File: src/rtl/core/ideq_pkg.sv
// ----------------------------------------------------------------------------
// Indexed deque package
// Field widths, operation and status codes, default sizes and the command
// and status bundles that pass between the controller and the datapath.
// ----------------------------------------------------------------------------
package ideq_pkg;

   // Field widths of one transaction on each channel.
   localparam int DATA_W = 64;
   localparam int IDX_W  = 11;
   localparam int OP_W   = 3;
   localparam int STAT_W = 2;
   localparam int LEN_W  = 11;

   // Default store size and renumbering step.
   localparam int DEPTH_DEF = 1024;
   localparam int STEP_DEF  = 64;

   // Operation codes.
   localparam logic [OP_W-1:0] OP_GET     = 3'd0;
   localparam logic [OP_W-1:0] OP_PUT     = 3'd1;
   localparam logic [OP_W-1:0] OP_PUSH    = 3'd2;
   localparam logic [OP_W-1:0] OP_POP     = 3'd3;
   localparam logic [OP_W-1:0] OP_UNSHIFT = 3'd4;
   localparam logic [OP_W-1:0] OP_SHIFT   = 3'd5;

   // Status codes.
   localparam logic [STAT_W-1:0] ST_OK   = 2'd0;
   localparam logic [STAT_W-1:0] ST_BAD  = 2'd1;
   localparam logic [STAT_W-1:0] ST_FULL = 2'd2;

   // Commands from the controller to the datapath.
   typedef struct packed {
      logic clear_step;
      logic accept;
      logic finish;
   } ideq_cmd_type;

   // Status from the datapath to the controller.
   typedef struct packed {
      logic clear_done;
   } ideq_stat_type;

endpackage

File: src/rtl/core/ideq_ctrl.sv
// ----------------------------------------------------------------------------
// Indexed deque controller
// Sequences the clearing sweep after reset, the acceptance of a request and
// the hand-over of its response into the output register.
// ----------------------------------------------------------------------------
module ideq_ctrl
   import ideq_pkg::*;
(
   input  logic          clock,
   input  logic          reset,
   input  logic          req_valid,
   output logic          req_ready,
   output logic          rsp_valid,
   input  logic          rsp_ready,
   output ideq_cmd_type  cmd,
   input  ideq_stat_type stat
);

   typedef enum logic [2:0] {
      S_CLEAR  = 3'b001,
      S_IDLE   = 3'b010,
      S_FINISH = 3'b100
   } state_type;

   state_type state_ff, state_in;
   logic      rsp_valid_ff, rsp_valid_in;
   logic      accept;
   logic      finish;

   // Requests are taken only when idle; a response waits in the output
   // register without holding up the next request.
   assign req_ready = (state_ff == S_IDLE);
   assign accept    = req_valid && req_ready;
   assign finish    = (state_ff == S_FINISH) && (!rsp_valid_ff || rsp_ready);

   assign cmd.clear_step = (state_ff == S_CLEAR);
   assign cmd.accept     = accept;
   assign cmd.finish     = finish;

   // Next-state logic.
   always_comb begin
      state_in = state_ff;
      case (state_ff)
         S_CLEAR: begin
            if (stat.clear_done) begin
               state_in = S_IDLE;
            end
         end
         S_IDLE: begin
            if (accept) begin
               state_in = S_FINISH;
            end
         end
         S_FINISH: begin
            if (finish) begin
               state_in = S_IDLE;
            end
         end
         default: state_in = S_CLEAR;
      endcase
   end

   // Output register occupancy.
   always_comb begin
      if (finish) begin
         rsp_valid_in = 1'b1;
      end else if (rsp_ready) begin
         rsp_valid_in = 1'b0;
      end else begin
         rsp_valid_in = rsp_valid_ff;
      end
   end

   always_ff @(posedge clock) begin
      if (reset) begin
         state_ff     <= S_CLEAR;
         rsp_valid_ff <= 1'b0;
      end else begin
         state_ff     <= state_in;
         rsp_valid_ff <= rsp_valid_in;
      end
   end

   assign rsp_valid = rsp_valid_ff;

endmodule

File: config.mk
export PLATFORM = sky130hd
export DESIGN_NAME = ideq_ctrl
export DESIGN_NICKNAME = d
export VERILOG_FILES = /design/src/rtl/core/ideq_pkg.sv /design/src/rtl/core/ideq_ctrl.sv
export SDC_FILE = /design/constraint.sdc
export NUM_CORES = 1
export LEC_CHECK = 0
export BUFFER_PORTS_ARGS = -buffer_cell sky130_fd_sc_hd__buf_2
export CAP_MARGIN = 20
export CORE_AREA = 2 2 39 41
export CTS_CLUSTER_DIAMETER = 200
export DETAILED_ROUTE_END_ITERATION = 7
export DIE_AREA = 0 0 41 43
export GPL_ROUTABILITY_DRIVEN = 0
export PLACE_DENSITY_LB_ADDON = 0.15
export SYNTH_ARGS = -nofsm -noshare
export SYNTH_HDL_FRONTEND = slang
export SYNTH_SLANG_ARGS = --single-unit
File: constraint.sdc
create_clock -name clock -period 1.16 [get_ports clock]
set_input_delay 0.116 -clock clock [delete_from_list [all_inputs] [get_ports clock]]
set_output_delay 0.116 -clock clock [all_outputs]
set_load 0.01 [all_outputs]
==> results.md, run 1 <==
* Number of flops mapped to enable cells by yosys at 0
* Hold depth at 2
* CTS Sinks at 4
* Worst-Margin Slew at between 0.15 and 0.2 ns
* Vias in the first global route at 217
* Mapped cell area at ~230 µm²
* CTS tree: built
* Post-CTS setup buffers at 0
* Die height at 43 µm
* R2R Setup Slk at 0.12 ns
* Fin Clk Skew at 0.00336 ns
* Largest net degree at the start of global routing at 7
* I/O Pins at 10
* Worst slack at placement at 0.147 ns
* Final Util at 23.8%
* Final Hold Fails at 0
* Register area share after synthesis at 34.8%
* Slew Viols, Final at 0
* IO buf count at 9
* Post-Syn Nets at 33
* Clk_lat worst skew at 0.24 ns
* FF-to-FF path depth at 3
* Core box area at between 1000 and 1500 µm²
* Remaining antenna violation count after routing at 0
* Vias at around 220
* Status: complete, no violations
* # rows at 14
* Share of cells above drive strength 1 at 56.8%
* First-pass GRT wire length at 841 µm
* Critical path arrival at ~0.99 ns
* DRC viols at 0
* Setup violations, final at 0
* Crit path kind: reg2out
* Final worst slack at between 0.05 and 0.06 ns
* Dpl hpwl at 383 µm
* DR iter-0 viols at 1
* Synth warn at 0
* Fillers at 152
* Max Freq at 905 MHz
* Initial antenna violation count at 0
* Final Critical Period at 1.10 ns
* Syn Area/Cell at 8.22 µm²
* # diodes at 0
* Top FF cell, synth: dfxtp_1
* Hold Crit Start: reset
* Final instance area at 329 µm²
* Fin crit share at roughly 95%
* Slew margin rel. at 87.6%
* Peak supply drop at around 480 µV
* Nets at 44
* CP Launch Type: flip-flop
* Layout area overhead at 42.9%
* Clock root cell: clkbuf_4
* Reg2reg start: state_ff[1]$_SDFFE_PP0P_
* Synth Instances at 28
* Post-detailed-route wirelength per cell at 10.0 µm
* WL final at ~530 µm
* RSZ-0062 raised after global routing: false
* Reg2reg end: state_ff[1]$_SDFFE_PP0P_
* Hold buffer count at CTS at 0
* CTS Buf Count at 3
* Asr flop ratio synth at 0%
* LEAKAGE at 0.138 nW
* Clock-pin slew on the worst setup and hold paths at 0.03 ns
* H-tree depth at 1
* Hold Path Class: in2reg
* Drt first pass iters at 2
* Overflow after GRT at 0
* WP data required at 1.04 ns
* Synth cell types at 18
* Maximum Capacitance Violations at 0
* Total track usage at 8.02%
* Initial Util at 16.6%
* Deepest clock path buffer count at 2
* End of the worst hold path: state_ff[2]$_SDFFE_PP0P_
* Setup TNS at 0 ns
* Vias/cell at approximately 4.1
* DIE AREA at 1760 µm²
* Max FO, Critical Path at 5
* PD cells at about 1200 nW/µm²
* Placement-stage cell area at 283 µm²
* CP endpoint kind: primary output
* #FFs+latches synth at 4
* Die Width at about 41 µm
-- power by group --
group,leakage [nW],internal (mW),switching (mW)
logic,0.0910,0.0323,0.0253
registers,0.0336,0.146,0.0138
clock network,0.0138,0.116,0.0587
total,0.138,0.294,0.0977
-- critical path, cell delays in order (launching register included) --
cell      delay (ns)
dfxtp_2         0.34
nand2b_4        0.17
nor3_2          0.10
buf_2           0.14
-- sequential cells by signal (all words and copies together), names as in the netlist --
signal     flops
rsp_valid      1
state_ff       3
-- per-layer routing --
layer,up-vias,share of wire (%),track usage [%]
li1,111,-,-
met1,99,36,7.37
met2,8,55,10.3
met3,0,8.8,7.85
met4,0,0,6.00
met5,-,0,0
-- how the worst max path moves through the flow --
stage / start / endpoint / slack [ns]
final: state_ff[2]$_SDFFE_PP0P_ / cmd[1] / 0.06
after global routing: state_ff[1]$_SDFFE_PP0P_ / cmd[0] / 0.005
after CTS: state_ff[0]$_SDFFE_PP1P_ / cmd[0] / 0.01
after detailed placement: state_ff[1]$_SDFFE_PP0P_ / state_ff[1]$_SDFFE_PP0P_ / 0.15
after global placement: state_ff[1]$_SDFFE_PP0P_ / state_ff[1]$_SDFFE_PP0P_ / 0.16
after floorplan: state_ff[0]$_SDFFE_PP1P_ / state_ff[0]$_SDFFE_PP1P_ / 0.14
-- area by class of cell --
| type | count | area (µm²) | share of cell area [%] |
|---|---|---|---|
| multi-input combinational | 19 | 148 | 44.9 |
| sequential | 4 | 86.3 | 26.2 |
| timing repair buffer | 9 | 45.0 | 13.7 |
| clock buffer | 3 | 22.5 | 6.84 |
| tap | 16 | 20.0 | 6.08 |
| inverter | 2 | 7.51 | 2.28 |
-- per-stage QoR --
step           hold WS, ns  std cells  power, mW
2_1_floorplan        0.192         28      0.191
3_3_place_gp         0.320         51      0.213
3_5_place_dp         0.329         51      0.213
4_1_cts             0.0768         54      0.403
5_1_grt             0.0847         53      0.421
6_report            0.0791         53      0.392
-- logic make-up after synthesis --
kind of cell / after synthesis / share of synthesized area, %
and+or+nand+nor: 12 / 34.8
AOI/OAI and AO/OA: 7 / 18.5
buffers and inverters: 5 / 12.0
DFF: 4 / 34.8
-- repair_timing --
| action | 4_1_cts | 5_1_grt |
|---|---|---|
| endpoints found under the setup margin | 3 | 3 |
| endpoints found under the hold margin | 0 | 0 |
| gates resized for setup | 6 | 3 |
-- cell usage after synthesis, drive strengths merged, types with 2 or more instances --
master / number / share of area (%)
buf: 3 / 8.7
dfxtp: 4 / 35
a21oi: 2 / 4.3
inv: 2 / 3.3
nor3: 3 / 6.5
nand2b: 3 / 9.2
and2: 2 / 5.4
o21ai: 2 / 4.3
-- placed cells by master, fill, tap and decap left out --
master and n:
a21oi_1 2, and2_1 2, buf_2 9, clkbuf_4 3, dfxtp_1 1, dfxtp_2 2, dfxtp_4 1, inv_1 2
nand2b_1 1, nand2b_4 2, nor2_2 1, nor2b_1 1, nor3_1 1, nor3_2 2, nor3b_2 1, o21a_1 1
o21ai_0 1, o21ai_1 1, o22a_1 1, o22ai_1 1, or3b_1 1
(Power assumes the default switching activity.)
==> run 2, diff against run 1 <==
- clock period: 1.16 -> 1 ns (I/O delays scaled with it)
==> results.md, run 2 (synthesis gave the netlist of run 1 again) <==
* Final worst slack at -0.119 ns (was 0.0552 ns)
* Setup violations, final at 5 (was 0)
* # diodes at 0 (unchanged)
* Final Util at 30.7% (was 23.8%)
* CP endpoint kind: primary output (unchanged)
* Crit-path cells: buf_6 -> nor3b_4 -> buf_2 (was nand2b_4 -> nor3_2 -> buf_2)
* Post-detailed-route wirelength per cell at 10.9 µm (was 10.0 µm)
* CP delay by family, top: flip-flops (unchanged)
* Deepest clock path buffer count at 2 (unchanged)
* Peak supply drop at 474 µV (was 477 µV)
* # rows at 14 (unchanged)
* RSZ-0062 raised after global routing: true (was false)
* Die height at 43 µm (unchanged)
* Fin crit share at 112%
* Hold Crit Start: reset (unchanged)
* Total track usage at 8.33% (was 8.02%)
* Slew Viols, Final at 0 (unchanged)
* I/O Pins at 10 (unchanged)
* Most frequent cells in the layout: buf_2, buf_6, nor3_2, clkbuf_4, buf_4 (was buf_2, clkbuf_4)
* Area of the multi-input gates at 174 µm² (was 148 µm²)
* DR iter-0 viols at 5 (was 1)
* Core box area at 1380 µm² (unchanged)
* Worst Hold Slack at 0.0722 ns (was 0.0791 ns)
* Vias/cell at 4.02 (was 4.11)
* Slew margin rel. at 91.3% (was 87.6%)
* Hold depth at 2 (unchanged)
* H-tree depth at 1 (unchanged)
* Fillers at 161 (was 152)
* WP data required at 0.90 ns (was 1.04 ns)
* FF-to-FF path depth at 3 (unchanged)
* Vias at 241 (was 218)
* Crit path kind: reg2out (unchanged)
* Largest net degree at the start of global routing at 6 (was 7)
* Initial Util at 16.6% (unchanged)
* WL final at 653 µm (was 532 µm)
* End of the worst hold path: state_ff[2]$_SDFFE_PP0P_ (unchanged)
* Status: finished with violations (was complete, no violations)
* Worst-Margin Slew at 0.129 ns (was 0.185 ns)
* DRC viols at 0 (unchanged)
* Clock-pin slew on the worst setup and hold paths at 0.04 ns (was 0.03 ns)
* First-pass GRT wire length at 931 µm (was 841 µm)
* Reg2reg start: state_ff[1]$_SDFFE_PP0P_ (unchanged)
* Overflow after GRT at 0 (unchanged)
* Initial antenna violation count at 0 (unchanged)
* Reg2reg end: state_ff[1]$_SDFFE_PP0P_ (unchanged)
* Final Hold Fails at 0 (unchanged)
* Nets at 51 (was 44)
* Worst path bufs/invs at 2 (was 1)
* Layout area overhead at 84.8% (was 42.9%)
* Die Width at 41 µm (unchanged)
* CP Launch Type: flip-flop (unchanged)
* Drt first pass iters at 2 (unchanged)
* Most common library cell in the layout ignoring fill and taps: buf_2 (unchanged)
* Maximum Capacitance Violations at 0 (unchanged)
* PD cells at 1200 nW/µm² (was 1190 nW/µm²)
* Slowest stage delay, CP at 0.35 ns (was 0.34 ns)
* IO buf count at 9 (unchanged)
* DIE AREA at 1760 µm² (unchanged)
* CTS Sinks at 4 (unchanged)
* Area occupied by registers at 88.8 µm² (was 86.3 µm²)
* Share of cells above drive strength 1 at 72.7% (was 56.8%)
* Final Critical Period at about 1.1 ns
* Failing checks: negative setup slack
* Largest register FFs at 3 (unchanged)
* Critical path arrival at 1.02 ns (was 0.99 ns)
* Dpl hpwl at 411 µm (was 383 µm)
* CTS tree: built (unchanged)
* LEAKAGE at 0.180 nW (was 0.138 nW)
* Vias in the first global route at 246 (was 217)
* Slowest CP cell: dfxtp_4 (was dfxtp_2)
* Most flops, register: state_ff (unchanged)
* Clk_lat worst skew at 0.23 ns (was 0.24 ns)
* Clock root cell: clkbuf_4 (unchanged)
* Max Freq at 894 MHz
* Remaining antenna violation count after routing at 0 (unchanged)
* Hold Path Class: in2reg (unchanged)
* Fin Clk Skew at 0.00116 ns (was 0.00336 ns)
* CTS Buf Count at 3 (unchanged)
* R2R Setup Slk at -0.05 ns (was 0.12 ns)
* Max FO, Critical Path at 4 (was 5)
-- run 2: cell count changes in the layout (fill, tap and decap cells not counted), moves of 2 or more --
cell | previous run | this run
a21oi_1 | 2 | 0
a21oi_2 | 0 | 2
buf_4 | 0 | 3
buf_6 | 0 | 4
-- run 2: repair_timing --
item,CTS,global route
hold buffers,0,0
setup endpoints to repair,5,7
pin swaps,1,2
gates resized for setup,13,6
endpoints found under the hold margin,0,0
setup buffers,4,0
-- run 2: metal layers --
metal | vias to the layer above | routed length [µm] | part of all wire [%] | GRT usage, %
li1 | 126 | - | - | -
met1 | 108 | 258 | 40 | 8.68
met2 | 7 | 350 | 54 | 11.9
met3 | 0 | 44 | 6.7 | 4.71
met4 | 0 | 0 | 0 | 6.00
met5 | - | 0 | 0 | 0
-- run 2: final cells by class --
type,instances,share of cell area (%)
Multi-Input combinational cell,19,40.9
Timing Repair Buffer,16,26.5
Sequential cell,4,20.9
Clock buffer,3,5.29
Tap cell,16,4.71
Inverter,2,1.76
-- run 2: how the worst max path moves through the flow --
stage                        startpoint                  endpoint  cells past startpoint
2_1_floorplan  state_ff[1]$_SDFFE_PP0P_  state_ff[1]$_SDFFE_PP0P_                      3
3_3_place_gp   state_ff[2]$_SDFFE_PP0P_  state_ff[1]$_SDFFE_PP0P_                      3
3_5_place_dp   state_ff[1]$_SDFFE_PP0P_  state_ff[1]$_SDFFE_PP0P_                      3
4_1_cts        state_ff[1]$_SDFFE_PP0P_                    cmd[2]                      3
5_1_grt        state_ff[2]$_SDFFE_PP0P_                    cmd[2]                      3
6_report       state_ff[2]$_SDFFE_PP0P_                    cmd[2]                      3
-- run 2: per-stage QoR --
step                      area (µm²)  cells  total power [mW]  setup slack (ns)  TNS, ns
final                            425     60             0.510            -0.119   -0.379
after global routing             425     60             0.539            -0.166   -0.651
after CTS                        403     60             0.502            -0.146   -0.445
after detailed placement         304     53             0.261           -0.0138  -0.0138
after global placement           304     53             0.261            0.0187        0
after floorplan                  236     28             0.229           0.00613        0
-- run 2: power by group --
| part | switching (mW) | total (mW) | internal (mW) |
|---|---|---|---|
| sequential | 0.00931 | 0.176 | 0.167 |
| combinational | 0.0519 | 0.124 | 0.0716 |
| clock | 0.0752 | 0.210 | 0.135 |
| total | 0.136 | 0.510 | 0.373 |
==> run 3, diff against run 2 <==
- PLACE_DENSITY_LB_ADDON: 0.15 -> unset
==> results.md, run 3 (synthesis gave the netlist of run 1 again) <==
* PD cells at 1090 nW/µm² (was 1200 nW/µm²)
* DRC viols at 0 (unchanged)
* Largest register FFs at 3 (unchanged)
* Clock-pin slew on the worst setup and hold paths at 0.03 ns (was 0.04 ns)
* CTS Buf Count at 3 (unchanged)
* Die height at 43 µm (unchanged)
* Reg2reg end: state_ff[2]$_SDFFE_PP0P_ (was state_ff[1]$_SDFFE_PP0P_)
* Fin Clk Skew at 0.00153 ns (was 0.00116 ns)
* Final worst slack at -0.114 ns (was -0.119 ns)
* Reg2reg start: state_ff[2]$_SDFFE_PP0P_ (was state_ff[1]$_SDFFE_PP0P_)
* Vias at 249 (was 241)
* Worst-Margin Slew at 0.176 ns (was 0.129 ns)
* RSZ-0062 raised after global routing: true (unchanged)
* Drt first pass iters at 1 (was 2)
* CTS tree: built (unchanged)
* Core box area at 1380 µm² (unchanged)
* # rows at 14 (unchanged)
* Initial antenna violation count at 0 (unchanged)
* Layout area overhead at 91.3% (was 84.8%)
* Max FO, Critical Path at 4 (unchanged)
* Status: finished with violations (unchanged)
* FF-to-FF path depth at 5 (was 3)
* WL final at 585 µm (was 653 µm)
* Vias/cell at 4.08 (was 4.02)
* CP Launch Type: flip-flop (unchanged)
* # diodes at 0 (unchanged)
* Setup violations, final at 6 (was 5)
* DIE AREA at 1760 µm² (unchanged)
* I/O Pins at 10 (unchanged)
* CTS Sinks at 4 (unchanged)
* DR iter-0 viols at 0 (was 5)
* Crit path kind: reg2out (unchanged)
* Post-detailed-route wirelength per cell at 9.59 µm (was 10.9 µm)
* Overflow after GRT at 0 (unchanged)
* First-pass GRT wire length at 779 µm (was 931 µm)
* WP data required at 0.90 ns (about the same)
* Slew margin rel. at 88.3% (was 91.3%)
* End of the worst hold path: state_ff[2]$_SDFFE_PP0P_ (unchanged)
* Final Hold Fails at 0 (unchanged)
* Slew Viols, Final at 0 (unchanged)
* Hold depth at 2 (unchanged)
* Most common library cell in the layout ignoring fill and taps: buf_2 (unchanged)
* Critical path arrival at 1.01 ns (was 1.02 ns)
* Fin crit share at 111% (was 112%)
* CP endpoint kind: primary output (unchanged)
* Setup TNS at -0.456 ns (was -0.379 ns)
* Die Width at 41 µm (unchanged)
* Clk_lat worst skew at 0.23 ns (about the same)
* Share of cells above drive strength 1 at 68.9% (was 72.7%)
* Final Critical Period at 1.11 ns (was 1.12 ns)
* H-tree depth at 1 (unchanged)
* Most flops, register: state_ff (unchanged)
* Nets at 52 (was 51)
* Deepest clock path buffer count at 2 (unchanged)
* LEAKAGE at 0.189 nW (was 0.180 nW)
* Initial Util at 16.6% (unchanged)
* Remaining antenna violation count after routing at 0 (unchanged)
* IO buf count at 9 (unchanged)
* Clock root cell: clkbuf_4 (unchanged)
* Failing checks: negative setup slack (unchanged)
* Maximum Capacitance Violations at 0 (unchanged)
* Hold buffer count at CTS at 0 (unchanged)
* R2R Setup Slk at -0.08 ns (was -0.05 ns)
* Vias in the first global route at 215 (was 246)
* Largest net degree at the start of global routing at 6 (unchanged)
* Max Freq at 898 MHz (was 894 MHz)
* Peak supply drop at 391 µV (was 474 µV)
* Hold Path Class: in2reg (unchanged)
* Worst slack at placement at -0.00505 ns (was -0.0138 ns)
* Hold Crit Start: reset (unchanged)
* Total track usage at 7.01% (was 8.33%)
* Most frequent cells in the layout: buf_2, buf_6, nor3_2, clkbuf_4 (was buf_2, buf_6, nor3_2, clkbuf_4, buf_4)
-- run 3: changes by cell type in the layout (fill, tap and decap cells not counted) --
| cell | before | now |
|---|---|---|
| buf_4 | 3 | 1 |
| buf_6 | 4 | 7 |
| dfxtp_1 | 1 | 2 |
| dfxtp_2 | 1 | 0 |
| nor2_1 | 0 | 1 |
| nor2_2 | 1 | 0 |
-- run 3: per-layer routing --
metal	global-route usage, %	vias up	part of all wire [%]
met1	6.07	111	39
met3	4.71	0	6.2
met4	6.00	0	0
met2	10.3	7	54
met5	0	-	0
li1	-	131	-
-- run 3: worst max-delay path, cell delays in order (launching register included) --
cell and delay [ns]:
dfxtp_4 0.35, buf_6 0.11, nor3b_4 0.17, buf_2 0.15
-- run 3: power breakdown --
part	internal [mW]	total, mW	switching (mW)
sequential	0.166	0.174	0.00784
combinational	0.0698	0.120	0.0507
clock	0.133	0.187	0.0539
-- run 3: stage by stage --
step / std cells / hold WS, ns / power [mW] / area [µm²] / util (%)
after floorplan: 28 / 0.176 / 0.229 / 236 / -
after global placement: 53 / 0.302 / 0.259 / 304 / 22.0
after CTS: 60 / 0.0507 / 0.481 / 402 / 29.0
after detailed placement: 53 / 0.304 / 0.260 / 304 / 22.0
final: 61 / 0.0765 / 0.482 / 440 / 31.8
after global routing: 61 / 0.0831 / 0.522 / 440 / 31.8
-- run 3: how the worst max path moves through the flow --
stage	to	startpoint	cells after the start	slack [ns]
global placement	state_ff[1]$_SDFFE_PP0P_	state_ff[2]$_SDFFE_PP0P_	3	0.02
CTS	cmd[2]	state_ff[2]$_SDFFE_PP0P_	3	-0.13
floorplan	state_ff[1]$_SDFFE_PP0P_	state_ff[1]$_SDFFE_PP0P_	3	0.006
finish	cmd[2]	state_ff[1]$_SDFFE_PP0P_	3	-0.11
global route	cmd[2]	state_ff[1]$_SDFFE_PP0P_	3	-0.16
detailed placement	state_ff[1]$_SDFFE_PP0P_	state_ff[1]$_SDFFE_PP0P_	3	-0.005
-- run 3: cell type report --
cell class,count,area [µm²]
Fill cell,152,943
Multi-Input combinational cell,19,171
Timing Repair Buffer,17,131
Sequential cell,4,87.6
Clock buffer,3,22.5
Tap cell,16,20.0
Inverter,2,7.51
-- run 3: what timing repair did --
| item | in CTS | in global routing |
|---|---|---|
| setup endpoints to repair | 5 | 8 |
| gates resized for setup | 12 | 8 |
| cloned | 0 | 0 |
| pin swaps | 3 | 6 |
| setup buffers | 4 | 1 |
